<file path="config.mk">
export PLATFORM = sky130hd
export DESIGN_NAME = infix_to_postfix_converter
export DESIGN_NICKNAME = d
export VERILOG_FILES = /design/src/i2p_pkg.sv /design/src/i2p_front.sv /design/src/i2p_stack.sv /design/src/i2p_res_q.sv /design/src/infix_to_postfix_converter.sv
export SDC_FILE = /design/constraint.sdc
export NUM_CORES = 1
export LEC_CHECK = 0
export BUFFER_PORTS_ARGS = -buffer_cell sky130_fd_sc_hd__buf_4
export CAP_MARGIN = 20
export CELL_PAD_IN_SITES_DETAIL_PLACEMENT = 1
export CELL_PAD_IN_SITES_GLOBAL_PLACEMENT = 1
export CORE_ASPECT_RATIO = 1.1
export CORE_MARGIN = 4
export CORE_UTILIZATION = 45
export DETAILED_ROUTE_END_ITERATION = 8
export GPL_ROUTABILITY_DRIVEN = 1
export GPL_TIMING_DRIVEN = 0
export PLACE_DENSITY = 0.74
export SYNTH_ARGS = -nofsm -noshare
export SYNTH_HDL_FRONTEND = slang
export SYNTH_SLANG_ARGS = --single-unit
</file>
<file path="constraint.sdc">
create_clock -name clk -period 7.04 [get_ports clk]
set_clock_uncertainty 0.05 [all_clocks]
set_input_delay 1.408 -clock clk [delete_from_list [all_inputs] [get_ports clk]]
set_output_delay 1.408 -clock clk [all_outputs]
set_load 0.005 [all_outputs]
</file>
<file path="src/i2p_pkg.sv">
// ----------------------------------------------------------------------------
// i2p_pkg
// Shared types, constants and helpers of the infix to postfix converter.
// ----------------------------------------------------------------------------
`default_nettype none

package i2p_pkg;

	// operator stack geometry
	localparam int STACK_DEPTH = 32;
	localparam int CNT_W       = $clog2(STACK_DEPTH + 1);
	localparam int IDX_W       = (STACK_DEPTH > 1) ? $clog2(STACK_DEPTH) : 1;

	// command queue and result queue depths (powers of two)
	localparam int CQ_DEPTH = 4;
	localparam int CQ_AW    = $clog2(CQ_DEPTH);
	localparam int RQ_DEPTH = 4;
	localparam int RQ_AW    = $clog2(RQ_DEPTH);

	// ASCII codes
	localparam logic [7:0] CH_PLUS  = 8'h2B;
	localparam logic [7:0] CH_MINUS = 8'h2D;
	localparam logic [7:0] CH_MUL   = 8'h2A;
	localparam logic [7:0] CH_DIV   = 8'h2F;
	localparam logic [7:0] CH_OPEN  = 8'h28;
	localparam logic [7:0] CH_CLOSE = 8'h29;
	localparam logic [7:0] CH_0     = 8'h30;
	localparam logic [7:0] CH_9     = 8'h39;
	localparam logic [7:0] CH_UA    = 8'h41;
	localparam logic [7:0] CH_UZ    = 8'h5A;
	localparam logic [7:0] CH_LA    = 8'h61;
	localparam logic [7:0] CH_LZ    = 8'h7A;

	// status codes
	localparam logic [1:0] ST_OK       = 2'd0;
	localparam logic [1:0] ST_OVERFLOW = 2'd1;
	localparam logic [1:0] ST_UNM_CLS  = 2'd2;
	localparam logic [1:0] ST_UNM_OPN  = 2'd3;

	// stack entry codes
	typedef enum logic [2:0] {
		OP_OPEN  = 3'd0,
		OP_PLUS  = 3'd1,
		OP_MINUS = 3'd2,
		OP_MUL   = 3'd3,
		OP_DIV   = 3'd4
	} op_code_t;

	// item class from the front end
	typedef enum logic [2:0] {
		K_ALNUM = 3'd0,
		K_OP    = 3'd1,
		K_OPEN  = 3'd2,
		K_CLOSE = 3'd3,
		K_NONE  = 3'd4
	} kind_t;

	typedef struct packed {
		kind_t      kind;
		op_code_t   op;
		logic [7:0] ch;
		logic       last;
	} cmd_t;

	typedef struct packed {
		logic [7:0] out_char;
		logic       char_valid;
		logic       expr_done;
		logic       run_last;
		logic [1:0] status;
	} res_t;

	// precedence: * / above + -, '(' lowest
	function automatic logic [1:0] prec_of(input op_code_t code);
		logic [1:0] p;
		p = 2'd0;
		if (code == OP_MUL || code == OP_DIV) p = 2'd2;
		else if (code == OP_PLUS || code == OP_MINUS) p = 2'd1;
		return p;
	endfunction

	function automatic logic [7:0] char_of(input op_code_t code);
		logic [7:0] c;
		unique case (code)
			OP_PLUS:  c = CH_PLUS;
			OP_MINUS: c = CH_MINUS;
			OP_MUL:   c = CH_MUL;
			OP_DIV:   c = CH_DIV;
			default:  c = CH_OPEN;
		endcase
		return c;
	endfunction

endpackage

`default_nettype wire

</file>
<file path="src/i2p_front.sv">
// ----------------------------------------------------------------------------
// i2p_front
// Classifies incoming characters and queues commands for the stack engine.
// ----------------------------------------------------------------------------
`default_nettype none

module i2p_front (
	input  wire               clk,
	input  wire               arst_n,
	input  wire               push,
	output logic              full,
	input  wire  [7:0]        in_char,
	input  wire               expr_end,
	output logic              cmd_valid,
	output i2p_pkg::cmd_t     cmd,
	input  wire               cmd_pop
);
	import i2p_pkg::*;

	cmd_t               cq_mem [CQ_DEPTH];
	logic [CQ_AW-1:0]   wr_ptr_q;
	logic [CQ_AW-1:0]   rd_ptr_q;
	logic [CQ_AW:0]     cnt_q;
	cmd_t               cls;
	logic               is_alnum;
	logic               keep;
	logic               wr_en;
	logic               rd_en;

	// classify the incoming character
	always_comb begin
		is_alnum = (in_char >= CH_0 && in_char <= CH_9) ||
		           (in_char >= CH_UA && in_char <= CH_UZ) ||
		           (in_char >= CH_LA && in_char <= CH_LZ);
		cls.ch   = in_char;
		cls.last = expr_end;
		cls.op   = OP_OPEN;
		cls.kind = K_NONE;
		priority if (is_alnum) begin
			cls.kind = K_ALNUM;
		end else if (in_char == CH_PLUS) begin
			cls.kind = K_OP;
			cls.op   = OP_PLUS;
		end else if (in_char == CH_MINUS) begin
			cls.kind = K_OP;
			cls.op   = OP_MINUS;
		end else if (in_char == CH_MUL) begin
			cls.kind = K_OP;
			cls.op   = OP_MUL;
		end else if (in_char == CH_DIV) begin
			cls.kind = K_OP;
			cls.op   = OP_DIV;
		end else if (in_char == CH_OPEN) begin
			cls.kind = K_OPEN;
		end else if (in_char == CH_CLOSE) begin
			cls.kind = K_CLOSE;
		end else begin
			cls.kind = K_NONE;
		end
	end

	// ignored characters without end mark produce nothing: drop them here
	assign keep      = (cls.kind != K_NONE) || expr_end;
	assign full      = (cnt_q == (CQ_AW+1)'(CQ_DEPTH));
	assign wr_en     = push && !full && keep;
	assign cmd_valid = (cnt_q != '0);
	assign rd_en     = cmd_pop && cmd_valid;
	assign cmd       = cq_mem[rd_ptr_q];

	// command queue storage
	always_ff @(posedge clk) begin
		if (wr_en) begin
			cq_mem[wr_ptr_q] <= cls;
		end
	end

	// queue pointers
	always_ff @(posedge clk or negedge arst_n) begin
		if (!arst_n) begin
			wr_ptr_q <= '0;
			rd_ptr_q <= '0;
			cnt_q    <= '0;
		end else begin
			if (wr_en) wr_ptr_q <= wr_ptr_q + 1'b1;
			if (rd_en) rd_ptr_q <= rd_ptr_q + 1'b1;
			cnt_q <= cnt_q + (CQ_AW+1)'(wr_en) - (CQ_AW+1)'(rd_en);
		end
	end

endmodule

`default_nettype wire

</file>
<file path="src/i2p_stack.sv">
// ----------------------------------------------------------------------------
// i2p_stack
// Stack engine: one command at a time; pops one entry a cycle unless stalled.
// ----------------------------------------------------------------------------
`default_nettype none

module i2p_stack (
	input  wire               clk,
	input  wire               arst_n,
	input  wire               cmd_valid,
	input  i2p_pkg::cmd_t     cmd,
	output logic              cmd_pop,
	input  wire               res_full,
	output logic              res_push,
	output i2p_pkg::res_t     res
);
	import i2p_pkg::*;

	typedef enum logic [4:0] {
		S_IDLE  = 5'b00001,
		S_OP    = 5'b00010,
		S_CLOSE = 5'b00100,
		S_END   = 5'b01000,
		S_FIN   = 5'b10000
	} state_t;

	state_t            state_q, state_d;
	op_code_t          stk_mem [STACK_DEPTH];
	logic [CNT_W-1:0]  cnt_q;
	logic [CNT_W-1:0]  open_q;
	op_code_t          op_q;
	logic              end_q;
	logic [1:0]        status_q;
	logic [7:0]        pend_ch_q;
	logic              pend_v_q;

	op_code_t          top;
	logic [IDX_W-1:0]  top_idx;
	logic              stk_full;
	logic              stk_nempty;
	logic              go;
	logic              emit_en;
	logic [7:0]        emit_ch;
	logic              stk_push;
	op_code_t          push_code;
	logic              stk_pop;
	logic              open_inc;
	logic              open_dec;
	logic              open_clr;
	logic              fin_wr;
	logic              latch;
	logic [1:0]        status_d;
	logic              pop_ok;
	logic              ovf;
	logic              unm;
	logic [CNT_W-1:0]  open_after;

	assign top_idx    = IDX_W'(cnt_q - 1'b1);
	assign top        = stk_mem[top_idx];
	assign stk_full   = (cnt_q == CNT_W'(STACK_DEPTH));
	assign stk_nempty = (cnt_q != '0);

	// status of a command is fixed up front from count and open-paren count
	always_comb begin
		pop_ok     = stk_nempty && top != OP_OPEN && prec_of(top) >= prec_of(cmd.op);
		ovf        = 1'b0;
		unm        = 1'b0;
		open_after = open_q;
		unique case (cmd.kind)
			K_OP: begin
				ovf = !pop_ok && stk_full;
			end
			K_OPEN: begin
				ovf        = stk_full;
				open_after = open_q + CNT_W'(!stk_full);
			end
			K_CLOSE: begin
				unm        = (open_q == '0);
				open_after = unm ? '0 : open_q - 1'b1;
			end
			default: begin
				ovf = 1'b0;
			end
		endcase
		priority if (ovf) status_d = ST_OVERFLOW;
		else if (unm) status_d = ST_UNM_CLS;
		else if (cmd.last && open_after != '0) status_d = ST_UNM_OPN;
		else status_d = ST_OK;
	end

	// sequencer
	always_comb begin
		state_d   = state_q;
		go        = !res_full;
		cmd_pop   = 1'b0;
		latch     = 1'b0;
		emit_en   = 1'b0;
		emit_ch   = char_of(top);
		stk_push  = 1'b0;
		push_code = op_q;
		stk_pop   = 1'b0;
		open_inc  = 1'b0;
		open_dec  = 1'b0;
		open_clr  = 1'b0;
		fin_wr    = 1'b0;
		unique case (state_q)
			S_IDLE: begin
				go = cmd_valid && !res_full;
				if (go) begin
					cmd_pop = 1'b1;
					latch   = 1'b1;
					unique case (cmd.kind)
						K_ALNUM: begin
							emit_en = 1'b1;
							emit_ch = cmd.ch;
							state_d = S_END;
						end
						K_OP:    state_d = S_OP;
						K_OPEN: begin
							stk_push  = !stk_full;
							push_code = OP_OPEN;
							open_inc  = !stk_full;
							state_d   = S_END;
						end
						K_CLOSE: state_d = S_CLOSE;
						default: state_d = S_END;
					endcase
				end
			end
			S_OP: begin
				if (go) begin
					if (stk_nempty && top != OP_OPEN && prec_of(top) >= prec_of(op_q)) begin
						emit_en = 1'b1;
						stk_pop = 1'b1;
					end else begin
						stk_push = !stk_full;
						state_d  = S_END;
					end
				end
			end
			S_CLOSE: begin
				if (go) begin
					if (stk_nempty) begin
						stk_pop = 1'b1;
						if (top == OP_OPEN) begin
							open_dec = 1'b1;
							state_d  = S_END;
						end else begin
							emit_en = 1'b1;
						end
					end else begin
						open_clr = 1'b1;
						state_d  = S_END;
					end
				end
			end
			S_END: begin
				if (go) begin
					if (end_q && stk_nempty) begin
						stk_pop = 1'b1;
						if (top == OP_OPEN) open_dec = 1'b1;
						else emit_en = 1'b1;
					end else begin
						state_d = S_FIN;
					end
				end
			end
			S_FIN: begin
				if (go) begin
					fin_wr  = pend_v_q || end_q || (status_q != ST_OK);
					state_d = S_IDLE;
				end
			end
			default: state_d = S_IDLE;
		endcase
	end

	// result write: a held item goes out when the next one arrives or at finish
	always_comb begin
		res_push       = (emit_en && pend_v_q) || fin_wr;
		res.out_char   = pend_v_q ? pend_ch_q : 8'd0;
		res.char_valid = pend_v_q;
		res.expr_done  = fin_wr && end_q;
		res.run_last   = fin_wr;
		res.status     = status_q;
	end

	// operator stack storage
	always_ff @(posedge clk) begin
		if (stk_push) begin
			stk_mem[IDX_W'(cnt_q)] <= push_code;
		end
	end

	// command context and held item
	always_ff @(posedge clk) begin
		if (latch) begin
			op_q     <= cmd.op;
			end_q    <= cmd.last;
			status_q <= status_d;
		end
		if (emit_en) pend_ch_q <= emit_ch;
	end

	// control state
	always_ff @(posedge clk or negedge arst_n) begin
		if (!arst_n) begin
			state_q  <= S_IDLE;
			cnt_q    <= '0;
			open_q   <= '0;
			pend_v_q <= 1'b0;
		end else begin
			state_q <= state_d;
			if (stk_push) cnt_q <= cnt_q + 1'b1;
			else if (stk_pop) cnt_q <= cnt_q - 1'b1;
			priority if (open_clr) open_q <= '0;
			else if (open_inc) open_q <= open_q + 1'b1;
			else if (open_dec) open_q <= open_q - 1'b1;
			if (emit_en) pend_v_q <= 1'b1;
			else if (fin_wr) pend_v_q <= 1'b0;
		end
	end

`ifndef SYNTHESIS
	a_cnt_bound: assert property (@(posedge clk) disable iff (!arst_n)
		cnt_q <= CNT_W'(STACK_DEPTH))
		else $error("stack count above depth");

	a_open_bound: assert property (@(posedge clk) disable iff (!arst_n)
		open_q <= cnt_q)
		else $error("open-paren count above stack count");

	a_no_overrun: assert property (@(posedge clk) disable iff (!arst_n)
		res_push |-> !res_full)
		else $error("result write into full queue");

	a_fin_clears: assert property (@(posedge clk) disable iff (!arst_n)
		(state_q == S_FIN && !res_full) |=> (state_q == S_IDLE && !pend_v_q))
		else $error("held item not flushed at finish");
`endif

endmodule

`default_nettype wire

</file>
<file path="src/i2p_res_q.sv">
// ----------------------------------------------------------------------------
// i2p_res_q
// Result queue between the stack engine and the output port.
// ----------------------------------------------------------------------------
`default_nettype none

module i2p_res_q (
	input  wire               clk,
	input  wire               arst_n,
	input  wire               wr_en,
	input  i2p_pkg::res_t     wr_data,
	output logic              q_full,
	output logic              q_empty,
	input  wire               rd_en,
	output i2p_pkg::res_t     rd_data
);
	import i2p_pkg::*;

	res_t              rq_mem [RQ_DEPTH];
	logic [RQ_AW-1:0]  wr_ptr_q;
	logic [RQ_AW-1:0]  rd_ptr_q;
	logic [RQ_AW:0]    cnt_q;
	logic              do_wr;
	logic              do_rd;

	assign q_full  = (cnt_q == (RQ_AW+1)'(RQ_DEPTH));
	assign q_empty = (cnt_q == '0);
	assign do_wr   = wr_en && !q_full;
	assign do_rd   = rd_en && !q_empty;
	assign rd_data = rq_mem[rd_ptr_q];

	// storage
	always_ff @(posedge clk) begin
		if (do_wr) begin
			rq_mem[wr_ptr_q] <= wr_data;
		end
	end

	// pointers and fill count
	always_ff @(posedge clk or negedge arst_n) begin
		if (!arst_n) begin
			wr_ptr_q <= '0;
			rd_ptr_q <= '0;
			cnt_q    <= '0;
		end else begin
			if (do_wr) wr_ptr_q <= wr_ptr_q + 1'b1;
			if (do_rd) rd_ptr_q <= rd_ptr_q + 1'b1;
			cnt_q <= cnt_q + (RQ_AW+1)'(do_wr) - (RQ_AW+1)'(do_rd);
		end
	end

endmodule

`default_nettype wire

</file>
<file path="src/infix_to_postfix_converter.sv">
// ----------------------------------------------------------------------------
// infix_to_postfix_converter
// Shunting-yard infix to postfix conversion with a 32-entry operator stack.
// ----------------------------------------------------------------------------
//  channel  | handshake        | payload
//  ---------+------------------+--------------------------------------------
//  input    | push / full      | in_char, expr_end
//  result   | pop / empty      | out_char, char_valid, expr_done, run_last,
//           |                  | status
//
// An item passes the engine states IDLE, END and FIN; an operator also passes
// OP (its own push) and a ')' passes CLOSE. The one-pop-per-cycle sequencer
// takes each stack entry off (operators emitted, a matched '(' and the
// end-of-expression drain) while the result queue is not full.
// Ignored characters without end mark are dropped in the front end.
// Reset clears the queues, stack count and sequencer; no clearing pass.
// A full result queue stalls the engine; the command queue keeps taking items
// until its four entries are used.
// ----------------------------------------------------------------------------
`default_nettype none

module infix_to_postfix_converter (
	input  wire        clk,
	input  wire        arst_n,
	input  wire        push,
	output logic       full,
	input  wire  [7:0] in_char,
	input  wire        expr_end,
	output logic       empty,
	input  wire        pop,
	output logic [7:0] out_char,
	output logic       char_valid,
	output logic       expr_done,
	output logic       run_last,
	output logic [1:0] status
);
	import i2p_pkg::*;

	logic  cmd_valid;
	cmd_t  cmd;
	logic  cmd_pop;
	logic  res_full;
	logic  res_push;
	res_t  res_wr;
	res_t  res_rd;

	i2p_front u_front (
		.clk       (clk),
		.arst_n    (arst_n),
		.push      (push),
		.full      (full),
		.in_char   (in_char),
		.expr_end  (expr_end),
		.cmd_valid (cmd_valid),
		.cmd       (cmd),
		.cmd_pop   (cmd_pop)
	);

	i2p_stack u_stack (
		.clk       (clk),
		.arst_n    (arst_n),
		.cmd_valid (cmd_valid),
		.cmd       (cmd),
		.cmd_pop   (cmd_pop),
		.res_full  (res_full),
		.res_push  (res_push),
		.res       (res_wr)
	);

	i2p_res_q u_res_q (
		.clk     (clk),
		.arst_n  (arst_n),
		.wr_en   (res_push),
		.wr_data (res_wr),
		.q_full  (res_full),
		.q_empty (empty),
		.rd_en   (pop),
		.rd_data (res_rd)
	);

	// result fields
	assign out_char   = res_rd.out_char;
	assign char_valid = res_rd.char_valid;
	assign expr_done  = res_rd.expr_done;
	assign run_last   = res_rd.run_last;
	assign status     = res_rd.status;

endmodule

`default_nettype wire
</file>
==> impl_metrics.ini <==
[status]
status = complete, no violations

[global_route]
grt_usage_pct = 17.79
grt_max_degree = 33
first_global_vias = 7042
grt-ovfl-total = 0
grt_pass1_wl_microns = 39700
antenna_found_initial = 0

[final_layout]
num_antenna_cells = 0
fillers = 2339
fin_cells = 1124
final_core_util_pct = 52.17
fin_nets = 836
drive_above_1_share_pct = 18.80
areaGrowthSynthToFinish_pct = 13.21

[placement]
numPortBuffers = 27
post-place-cells = 1077
routabilityCongestion = 0.8761
dp_hpwl_microns = 16640

[cts]
cts_resized = 0
numClockSinks = 254
hold_buffers = 0
cts_made_buffers = 26
cts-root-buf = clkbuf_16
cts_setup_buffers = 0
cts_tree = yes
insertion_delay_ns = 0.52
cts.path.max_buffers = 3
cts_max_level = 1
clk_pin_slew_ns = 0.06

[setup_path]
required_ns = 7.13
critPathLaunchType = flop
worst-path-buf-inv = 6
cp_max_fo = 13
critical_path.most_common_cell = buf_2
arrival_ns = 6.37
crit_path_start = u_stack.cnt_q[0]
critPathCaptureType = flop
criticalPathCategory = reg2reg
critPathSlowestCell = o21ai_1
path_cells = buf_2 > inv_2 > ha_1 > buf_2 > buf_4 > buf_2 > mux4_2 > mux2i_1 > nand2_1 > nand4_1 > inv_1 > nand3_1 > o21ai_0 > ha_1 > a21oi_1 > nor2_1 > nor2_1 > o21ai_1 > a31o_2 > and2_1
path_delay_family = simple AND/OR/NAND/NOR gates
cpPeakStageDelay_ns = 0.74
r2r_start = u_stack.cnt_q[0]

[pwr]
p_leak_nw = 4.460
finalPower_w = 0.006269
peakVddDrop_uv = 194.9
power.density_mw_per_mm2 = 486.6

[sta]
fin_crit_ns = 6.275
relSlewSlack_pct = 29.35
tns_ns = 0
max_freq_mhz = 159.4
finalHoldViolations = 0
setup_viol = 0
finalCritPeriodShare_pct = 89.13
holdWs_ns = 0.4853
tightest_slew_ns = 1.052
rsz0062_at_grt = false
maxSlewViolCount = 0

[synthesis]
synthesis.nets = 778
ys_seq_elements = 254
ys_top_cells_by_area = edfxtp_1 (59%), mux4_2 (9.5%), dfrtp_1 (6.8%), ha_1 (2.9%), mux2i_1 (2.3%)
syn-cell-area_sq_mm = 0.01138
synthTopCellsByCount = edfxtp_1 (222), nor2_1 (67), mux4_2 (48), dfrtp_1 (31), inv_1 (31)
synth_top_cell_by_area = edfxtp_1
synth_seq_area_share_pct = 65.62
synth-edff-count = 222
synth_top_area_share_pct = 58.58
async_flop_share_pct = 12.60
synth_area_per_cell_sq_um = 15.44
yosys_warnings = 0
yosysMostFrequentCell = edfxtp_1
synthFlopType = edfxtp_1
ys_types = 71
netlist_instances = 737

[floorplan]
dieHeight_microns = 174.8
start_util_pct = 46.08
core_area_sq_mm = 0.02470
die_w_microns = 159.6
pin_count = 28
rows = 60
die-area_sq_mm = 0.02790

[hold_path]
min_path_type = reg2reg
worstHoldStart = u_stack.cnt_q[5]

[drt]
num_vias = 6376
drt-initial-drc-count = 409
drc = 0
wl_per_cell_microns = 21.87
ant_nets = 0
viasPerCell = 5.673
drt_pass1_iterations = 4
totalWireLength_microns = 24580

[run]
max_cap_viol_count = 0
[placed cells by master, fill, tap and decap left out, types with 19 or more instances in the layout]
master     instances
edfxtp_1         222
nor2_1            67
mux4_2            48
buf_4             32
inv_1             31
dfrtp_1           31
nand2_1           30
clkbuf_16         27
mux2i_1           26
ha_1              26
clkbuf_1          25
o21ai_0           21
a21oi_1           19
nor3_1            19
and2_1            19
[layer usage]
metal  GRT usage (%)  share of wire (%)  vias up
met1           23.79                 43     3288
met3           2.501                3.5       40
met5               0                  0        -
met2           31.16                 51      122
li1                -                  -     2926
met4           4.123                2.0        0
[report_power, final]
group          leakage [nW]  internal [W]  switching (W)
combinational          1.65       0.00110        0.00159
clock                 0.415      0.000835       0.000543
sequential             2.40       0.00205       0.000148
[worst paths after layout]
check | end | slack [ns] | cells after the start
min | u_stack.cnt_q[5] | 0.49 | 1
min reg2reg | u_stack.cnt_q[5] | 0.49 | 1
max | u_res_q.rq_mem[1][1] | 0.76 | 20
max reg2reg | u_res_q.rq_mem[1][1] | 0.76 | 20
min in group asynchronous | u_front.cnt_q[0] | 0.80 | 1
max in group asynchronous | u_stack.state_q[0] | 5.77 | 1
[layout make-up]
type	instances	area, sq um	share of cell area, %
buffer	28	131.4	1.020
multi-input combinational	423	3669	28.47
clock buffer	39	740.7	5.749
clock inverter	8	120.1	0.9322
timing repair buffer	30	247.7	1.923
sequential	254	7468	57.96
inverter	32	120.1	0.9322
tap	310	387.9	3.010
[cells by family (layout without fill, tap and decap cells)]
group                    Yosys count  in the layout  synth area share (%)
adder cells (fa/ha/maj)           28             28                 3.210
multiplexers                      78             78                 12.18
buffers and inverters             60            137                 2.210
flip-flops                       254            254                 65.62
AND/OR/NAND/NOR                  210            210                 9.466
AO/OA/AOI/OAI                     82             82                 5.321
XOR/XNOR                          25             25                 1.990
[per-stage QoR]
step | setup slack (ns) | instance area [sq um]
after floorplan | 2.170 | 11380
after global placement | 0.9842 | 11970
after detailed placement | 0.7577 | 12020
after CTS | 0.6669 | 12880
after global routing | 0.3239 | 12880
final | 0.7649 | 12880
[flip-flops by register name, summed over array words and instances (netlist names), 2 cells and up]
register           flops
u_stack.stk_mem       96
u_front.cq_mem        60
u_res_q.rq_mem        52
u_stack.pend_ch_q      8
u_stack.cnt_q          6
u_stack.open_q         6
u_stack.state_q        5
u_front.cnt_q          3
u_res_q.cnt_q          3
u_stack.op_q           3
u_front.rd_ptr_q       2
u_front.wr_ptr_q       2
u_res_q.rd_ptr_q       2
u_res_q.wr_ptr_q       2
u_stack.status_q       2
Note: power is estimated with default switching activity, not from simulation.
